==> src/rtl/dqs_pkg.sv <==
// Package for the DNS query snooper: record codes, parse phases, header
// positions and the fixed-header check. No dependencies.
package dqs_pkg;

   // Header positions, counted from the destination MAC
   localparam int unsigned POS_W = 6;
   localparam logic [POS_W-1:0] POS_ETYPE_HI  = POS_W'(12);
   localparam logic [POS_W-1:0] POS_ETYPE_LO  = POS_W'(13);
   localparam logic [POS_W-1:0] POS_PROTO     = POS_W'(23);
   localparam logic [POS_W-1:0] POS_FLAGS     = POS_W'(44);
   localparam logic [POS_W-1:0] POS_QDCNT_HI  = POS_W'(46);
   localparam logic [POS_W-1:0] POS_QDCNT_LO  = POS_W'(47);
   localparam logic [POS_W-1:0] POS_ANCNT_HI  = POS_W'(48);
   localparam logic [POS_W-1:0] POS_ANCNT_LO  = POS_W'(49);
   localparam logic [POS_W-1:0] POS_NSCNT_HI  = POS_W'(50);
   localparam logic [POS_W-1:0] POS_LAST_CHK  = POS_W'(51);
   localparam logic [POS_W-1:0] POS_LAST_HDR  = POS_W'(53);

   // Expected header values
   localparam logic [7:0] ETH_P_IP_HI   = 8'h08;
   localparam logic [7:0] ETH_P_IP_LO   = 8'h00;
   localparam logic [7:0] UDP_PROTO_NUM = 8'd17;
   localparam logic [7:0] QDCOUNT_LO    = 8'd1;

   typedef enum logic [1:0] {
      REC_NAME = 2'd0,
      REC_DONE = 2'd1,
      REC_DROP = 2'd2
   } rec_kind_type;

   typedef enum logic [2:0] {
      PH_HEADER = 3'd0,
      PH_NAME   = 3'd1,
      PH_GAP    = 3'd2,
      PH_QT_HI  = 3'd3,
      PH_QT_LO  = 3'd4,
      PH_DRAIN  = 3'd5
   } phase_type;

   // One result word
   typedef struct packed {
      rec_kind_type record_kind;
      logic [7:0]   name_byte;
      logic [7:0]   name_length;
      logic [15:0]  query_type;
      logic [2:0]   packet_kind;
   } rec_type;

   // True when the header byte at this position disqualifies the frame
   function automatic logic header_fails(input logic [POS_W-1:0] pos,
                                         input logic [7:0] b);
      logic fail;
      fail = 1'b0;
      unique case (pos)
         POS_ETYPE_HI: fail = (b != ETH_P_IP_HI);
         POS_ETYPE_LO: fail = (b != ETH_P_IP_LO);
         POS_PROTO:    fail = (b != UDP_PROTO_NUM);
         POS_FLAGS:    fail = b[7];
         POS_QDCNT_HI: fail = (b != 8'd0);
         POS_QDCNT_LO: fail = (b != QDCOUNT_LO);
         POS_ANCNT_HI, POS_ANCNT_LO, POS_NSCNT_HI, POS_LAST_CHK:
                       fail = (b != 8'd0);
         default:      fail = 1'b0;
      endcase
      return fail;
   endfunction

endpackage

==> src/rtl/dns_query_snooper_core.sv <==
// Top level of the DNS query snooper: parser plus output skid buffer.
// Depends on dqs_pkg, dqs_parser and dqs_out_buf.
//
// Usage:
//   req_* carries one frame byte per word, starting at the destination MAC,
//   with req_frame_last on the final byte and req_pkt_kind as frame metadata.
//   rsp_* carries records: a name byte (label lengths included) for each
//   QNAME byte of a qualified query, then one completion record with name
//   length, QTYPE and packet kind, or a discard record if the frame ends
//   early after the header checks have passed.
// Timing:
//   One byte accepted per cycle while req_ready is high. A record from a byte
//   is registered into the output stage as that byte is accepted; the parser
//   state updates in that same accept cycle, so there is no per-byte bubble.
//   The output stage is two entries deep: req_ready drops only when both
//   are held by a stalled receiver, and rises again in the cycle after it
//   takes a record. Bytes that cause no record still need req_ready.
// Reset:
//   Synchronous reset empties the output stage and puts the parser in the
//   header phase at byte zero.
module dns_query_snooper_core import dqs_pkg::*; #(
   parameter int unsigned NAME_LIMIT = 255
) (
   input  logic        clock,
   input  logic        reset,
   input  logic        req_valid,
   output logic        req_ready,
   input  logic [7:0]  req_data_byte,
   input  logic        req_frame_last,
   input  logic [2:0]  req_pkt_kind,
   output logic        rsp_valid,
   input  logic        rsp_ready,
   output logic [1:0]  rsp_record_kind,
   output logic [7:0]  rsp_name_byte,
   output logic [7:0]  rsp_name_length,
   output logic [15:0] rsp_query_type,
   output logic [2:0]  rsp_packet_kind
);

   logic    step;
   logic    rec_valid;
   rec_type rec;
   rec_type out_rec;

   assign step = req_valid && req_ready;

   dqs_parser #(
      .NAME_LIMIT (NAME_LIMIT)
   ) u_parser (
      .clock      (clock),
      .reset      (reset),
      .step       (step),
      .data_byte  (req_data_byte),
      .frame_last (req_frame_last),
      .pkt_kind   (req_pkt_kind),
      .rec_valid  (rec_valid),
      .rec        (rec)
   );

   dqs_out_buf u_out_buf (
      .clock     (clock),
      .reset     (reset),
      .in_valid  (rec_valid),
      .in_rec    (rec),
      .in_ready  (req_ready),
      .out_valid (rsp_valid),
      .out_rec   (out_rec),
      .out_ready (rsp_ready)
   );

   // Unpack the record word onto the response ports
   assign rsp_record_kind = out_rec.record_kind;
   assign rsp_name_byte   = out_rec.name_byte;
   assign rsp_name_length = out_rec.name_length;
   assign rsp_query_type  = out_rec.query_type;
   assign rsp_packet_kind = out_rec.packet_kind;

endmodule

==> src/rtl/dqs_parser.sv <==
// Frame parser: header qualification, QNAME walk and QTYPE capture.
// Produces at most one record per accepted word. Depends on dqs_pkg.
module dqs_parser import dqs_pkg::*; #(
   parameter int unsigned NAME_LIMIT = 255
) (
   input  logic       clock,
   input  logic       reset,
   input  logic       step,
   input  logic [7:0] data_byte,
   input  logic       frame_last,
   input  logic [2:0] pkt_kind,
   output logic       rec_valid,
   output rec_type    rec
);

   localparam logic [7:0] LimitW = 8'(NAME_LIMIT);

   phase_type        phase_ff, phase_in;
   logic [POS_W-1:0] pos_ff, pos_in;
   logic [7:0]       skip_ff, skip_in;
   logic [7:0]       idx_ff, idx_in;
   logic [7:0]       qhi_ff, qhi_in;
   logic             hdr_fail;

   assign hdr_fail = header_fails(pos_ff, data_byte);

   // Next state
   always_comb begin
      phase_in = phase_ff;
      pos_in   = pos_ff;
      skip_in  = skip_ff;
      idx_in   = idx_ff;
      qhi_in   = qhi_ff;
      if (step) begin
         unique case (phase_ff)
            PH_HEADER: begin
               priority if (hdr_fail) begin
                  phase_in = PH_DRAIN;
               end else if (frame_last) begin
                  phase_in = PH_HEADER;
               end else if (pos_ff >= POS_LAST_HDR) begin
                  phase_in = PH_NAME;
                  skip_in  = 8'd0;
                  idx_in   = 8'd0;
               end else begin
                  pos_in = pos_ff + POS_W'(1);
               end
            end
            PH_NAME: begin
               priority if (skip_ff != 8'd0) begin
                  skip_in = skip_ff - 8'd1;
                  idx_in  = idx_ff + 8'd1;
               end else if (data_byte == 8'd0) begin
                  phase_in = PH_QT_HI;
               end else begin
                  skip_in = data_byte;
                  idx_in  = idx_ff + 8'd1;
               end
               if (phase_in == PH_NAME && idx_in >= LimitW) begin
                  phase_in = PH_GAP;
               end
            end
            PH_GAP: phase_in = PH_QT_HI;
            PH_QT_HI: begin
               qhi_in   = data_byte;
               phase_in = PH_QT_LO;
            end
            PH_QT_LO: phase_in = PH_DRAIN;
            default:  phase_in = phase_ff;
         endcase
         // Return to the header phase at the end of every frame
         if (frame_last) begin
            phase_in = PH_HEADER;
            pos_in   = '0;
            skip_in  = 8'd0;
            idx_in   = 8'd0;
            qhi_in   = 8'd0;
         end
      end
   end

   // Record generation
   always_comb begin
      rec_valid = 1'b0;
      rec       = '0;
      if (step) begin
         unique case (phase_ff)
            PH_HEADER: begin
               if (!hdr_fail && frame_last && pos_ff >= POS_LAST_CHK) begin
                  rec_valid       = 1'b1;
                  rec.record_kind = REC_DROP;
               end
            end
            PH_NAME: begin
               priority if (frame_last) begin
                  rec_valid       = 1'b1;
                  rec.record_kind = REC_DROP;
               end else if (skip_ff != 8'd0 || data_byte != 8'd0) begin
                  rec_valid       = 1'b1;
                  rec.record_kind = REC_NAME;
                  rec.name_byte   = data_byte;
               end else begin
                  rec_valid = 1'b0;
               end
            end
            PH_GAP, PH_QT_HI: begin
               if (frame_last) begin
                  rec_valid       = 1'b1;
                  rec.record_kind = REC_DROP;
               end
            end
            PH_QT_LO: begin
               rec_valid       = 1'b1;
               rec.record_kind = REC_DONE;
               rec.name_length = idx_ff;
               rec.query_type  = {qhi_ff, data_byte};
               rec.packet_kind = pkt_kind;
            end
            default: rec_valid = 1'b0;
         endcase
      end
   end

   // Hold parse state
   always_ff @(posedge clock) begin
      if (reset) begin
         phase_ff <= PH_HEADER;
         pos_ff   <= '0;
         skip_ff  <= 8'd0;
         idx_ff   <= 8'd0;
         qhi_ff   <= 8'd0;
      end else begin
         phase_ff <= phase_in;
         pos_ff   <= pos_in;
         skip_ff  <= skip_in;
         idx_ff   <= idx_in;
         qhi_ff   <= qhi_in;
      end
   end

`ifndef SYNTHESIS
   a_last_restarts: assert property (@(posedge clock) disable iff (reset)
      (step && frame_last) |=> (phase_ff == PH_HEADER && pos_ff == '0))
      else $error("parser did not restart after last word");
   a_idx_capped: assert property (@(posedge clock) disable iff (reset)
      idx_ff <= LimitW)
      else $error("name index above limit");
   a_done_phase: assert property (@(posedge clock) disable iff (reset)
      (rec_valid && rec.record_kind == REC_DONE) |-> (phase_ff == PH_QT_LO))
      else $error("completion outside QTYPE low phase");
`endif

endmodule

==> src/rtl/dqs_out_buf.sv <==
// Two-entry output register with skid stage for the record channel.
// Depends on dqs_pkg for the record type.
module dqs_out_buf import dqs_pkg::*; (
   input  logic    clock,
   input  logic    reset,
   input  logic    in_valid,
   input  rec_type in_rec,
   output logic    in_ready,
   output logic    out_valid,
   output rec_type out_rec,
   input  logic    out_ready
);

   logic    main_valid_ff, main_valid_in;
   logic    skid_valid_ff, skid_valid_in;
   rec_type main_ff, main_in;
   rec_type skid_ff, skid_in;
   logic    pop;

   assign pop       = main_valid_ff && out_ready;
   assign in_ready  = !skid_valid_ff;
   assign out_valid = main_valid_ff;
   assign out_rec   = main_ff;

   // Advance skid into main when main drains, else park new word in skid
   always_comb begin
      main_valid_in = main_valid_ff;
      skid_valid_in = skid_valid_ff;
      main_in       = main_ff;
      skid_in       = skid_ff;
      if (!main_valid_ff || pop) begin
         main_valid_in = skid_valid_ff || in_valid;
         main_in       = skid_valid_ff ? skid_ff : in_rec;
         skid_valid_in = 1'b0;
      end else if (in_valid) begin
         skid_valid_in = 1'b1;
         skid_in       = in_rec;
      end
   end

   always_ff @(posedge clock) begin
      if (reset) begin
         main_valid_ff <= 1'b0;
         skid_valid_ff <= 1'b0;
      end else begin
         main_valid_ff <= main_valid_in;
         skid_valid_ff <= skid_valid_in;
      end
      main_ff <= main_in;
      skid_ff <= skid_in;
   end

`ifndef SYNTHESIS
   a_skid_behind_main: assert property (@(posedge clock) disable iff (reset)
      skid_valid_ff |-> main_valid_ff)
      else $error("skid holds a word while main is empty");
   a_no_push_full: assert property (@(posedge clock) disable iff (reset)
      in_valid |-> !skid_valid_ff)
      else $error("word pushed into full buffer");
   a_skid_moves: assert property (@(posedge clock) disable iff (reset)
      (skid_valid_ff && out_ready) |=> (main_valid_ff && main_ff == $past(skid_ff)))
      else $error("skid word lost on drain");
`endif

endmodule

==> config.mk <==
export PLATFORM = sky130hd
export DESIGN_NAME = dns_query_snooper_core
export DESIGN_NICKNAME = d
export VERILOG_FILES = /design/src/rtl/dqs_pkg.sv /design/src/rtl/dns_query_snooper_core.sv /design/src/rtl/dqs_parser.sv /design/src/rtl/dqs_out_buf.sv
export SDC_FILE = /design/constraint.sdc
export NUM_CORES = 1
export LEC_CHECK = 0
export BUFFER_PORTS_ARGS = -buffer_cell sky130_fd_sc_hd__buf_2
export CORE_ASPECT_RATIO = 1.75
export CORE_MARGIN = 4
export CORE_UTILIZATION = 65
export CTS_BUF_LIST = sky130_fd_sc_hd__clkbuf_4 sky130_fd_sc_hd__clkbuf_8
export CTS_CLUSTER_DIAMETER = 40
export DETAILED_ROUTE_END_ITERATION = 8
export GPL_TIMING_DRIVEN = 1
export PLACE_DENSITY_LB_ADDON = 0.08
export SLEW_MARGIN = 20
export SYNTH_ARGS = -nofsm -noshare
export SYNTH_HDL_FRONTEND = slang
export SYNTH_SLANG_ARGS = --single-unit
==> constraint.sdc <==
create_clock -name clock -period 9.9 [get_ports clock]
set_clock_uncertainty 0.2 [all_clocks]
set_input_delay 0.495 -clock clock [delete_from_list [all_inputs] [get_ports clock]]
set_output_delay 0.495 -clock clock [all_outputs]
set_load 0.01 [all_outputs]
==> run metrics <==
clk buf depth 2; layout cells sized above 1 17.9%; total grt overflow 0; DR WL/cell 18.3 microns; Initial Util 67.6%; cell taking the most area after synthesis edfxtp_1; final setup violation count 0; crit path DAT 3.25 ns; clock sinks 109; Die Wd 75.5 microns; Post-synth EDFFs 74; I/O Buffers 54; area grow syn2layout 9.47%; Nets 534; row cnt 42; Final HPWL DP 7820 microns; Slew Limit Fails 0; Hold Path Class input port to flip-flop; sw frac 22.6%; P_int 0.611 mW; CP Max Fanout 37; TritonCTS buffer count 9; Synth top area share 42.8%; global-route wire length before repair 17800 microns; min cycle time layout 3.44 ns; Post-Syn Area 0.00519 sq mm; post-layout utilization of the core 74.1%; Hold Fails Final Rpt 0; Clk Latency, worst-skew pair 0.38 ns; crit path kind flip-flop to flip-flop; number of synthesized register bits 109; count leader, synth edfxtp_1; outcome completed; CP startpoint kind flip-flop; worst slew pin tran 1.05 ns; largest net degree at the start of global routing 41; number of setup buffers added after CTS 0; DRT Wirelength 11000 microns; final setup TNS 0 ns; Seq/Total Area, Yosys 56.3%; Clock Power Share 35.4%; setup slack after layout 6.46 ns; Ys Warns 0; vias per cell 6.37; switching power 0.179 mW; initial DRC count 298; pre-CTS WS 6.38 ns; # IOs 55; # resized after CTS 0; Core Footprint 0.00767 sq mm; Net Count, Synth 494; Avg Inst Size Synth 11.0 sq um; GPL Wtd Cong 0.927; Antenna Cells 0; Root Driver clkbuf_8; number of routed nets with antenna violations 0; Synth area leaders edfxtp_1, dfxtp_1, a21o_1, and2_1, nor2_1; final clock period utilization by the worst path 34.8%; Die Y 126 microns; maxcap violations 0; Required @ worst endpoint 9.70 ns; CTS Hold Bufs 0; top post-synthesis cells by count edfxtp_1, nor2_1, a21o_1; CTS tree done; Achievable Freq 290 MHz; Pre-antenna DRT Iters 5; leak pwr 2.47 nW; htree depth 3; max_slew headroom 29.3%; vias in the first global route 3704; clock-pin slew on the worst setup and hold paths 0.10 ns; Setup crit end kind flip-flop; Sequential Power Share 61.1%; initial antenna violation count 0; fillcell total 594; Die ar. 0.00953 sq mm; Mapped Cells 470; maximum VDD drop 0.0801 mV; DRC 0; GRT Total Usage 24.5%; Pwr per Cell Area 139 mW/mm^2; Via Count 3843; count of cell types in the netlist 64; combinational share of power 3.5%; Synth Flop Type edfxtp_1; Post-synth ARST share 0%; RSZ-0062 raised after global routing no
==> power groups by stage <==
stage / clock (mW) / combinational [mW] / sequential, mW
5_1_grt: 0.298 / 0.0305 / 0.482
6_report: 0.279 / 0.0278 / 0.482
4_1_cts: 0.283 / 0.0275 / 0.482
3_5_place_dp: 0 / 0.0273 / 0.493
3_3_place_gp: 0 / 0.0269 / 0.493
2_1_floorplan: 0 / 0.0168 / 0.492
==> worst max-delay path, stage by stage (launching register included) <==
cell,delay (ns)
dfxtp_1,0.44
ha_1,0.28
and4b_1,0.26
o21ai_4,0.08
mux2i_1,0.15
a211oi_2,0.49
a32oi_1,0.31
nor2_4,0.84
==> cells by family after synthesis <==
group                      Yosys count  synth area share, %
AOI/OAI and AO/OA                  121                 16.8
muxes                                9                 1.76
DFF                                109                 56.3
adders and majority gates            8                 1.93
xor gates and xnor gates             3                0.506
and+or+nand+nor                    184                 19.7
buffers and inverters               36                 3.04
==> state kept, by name, indices dropped and copies added, names as in the netlist <==
signal                   cells
u_out_buf.out_valid          1
u_out_buf.out_rec           37
u_out_buf.skid_valid_ff      1
u_parser.qhi_ff              8
u_parser.idx_ff              8
u_out_buf.skid_ff           37
u_parser.pos_ff              6
u_parser.phase_ff            3
u_parser.skip_ff             8
==> metal layers <==
| metal | GRT usage [%] | up-vias | routed length (microns) |
|---|---|---|---|
| met5 | 0 | - | 0 |
| met4 | 15.6 | 0 | 461 |
| met3 | 3.59 | 38 | 614 |
| met2 | 39.3 | 157 | 5720 |
| met1 | 29.8 | 1824 | 4240 |
| li1 | - | 1824 | - |
==> placed cells by master (no fill, tap or decap), types with 9 or more instances in the layout <==
master	count
o21ai_0	11
a21o_1	36
nand2_1	33
nand3_1	9
nand2b_1	10
dfxtp_1	35
and2_1	30
clkbuf_8	9
a21oi_1	23
nor3b_1	10
nor2_1	39
nor3_1	11
buf_2	54
edfxtp_1	74
and3_1	11
==> per-stage QoR <==
stage | instances | hold slack (ns) | instance area [sq um] | total power [mW]
floorplan | 470 | 0.248 | 5190 | 0.509
global placement | 587 | 0.261 | 5480 | 0.519
detailed placement | 587 | 0.268 | 5480 | 0.520
CTS | 603 | 0.219 | 5680 | 0.793
global route | 603 | 0.234 | 5680 | 0.811
finish | 603 | 0.231 | 5680 | 0.789
==> final cells by class <==
cell class                 instances  area (sq um)  area share [%]
clock buffer                       9           124            2.18
tap                               88           110            1.94
clock inverter                     7          82.6            1.45
timing repair buffer              57           293            5.15
inverter                           8          30.0           0.529
sequential                       109          2920            51.4
multi-input combinational        325          2120            37.3
==> path summary, 6_finish.rpt <==
check,from,endpoint,slack (ns),cells after the start
min reg2reg,u_parser.qhi_ff[1],u_parser.qhi_ff[1],0.29,2
min,req_pkt_kind[1],u_out_buf.skid_ff[1],0.23,2
max reg2reg,u_parser.pos_ff[0],u_out_buf.skid_ff[3],6.46,7
max,u_parser.pos_ff[0],u_out_buf.skid_ff[3],6.46,7
No activity file was read; power rests on OpenSTA's default activity.
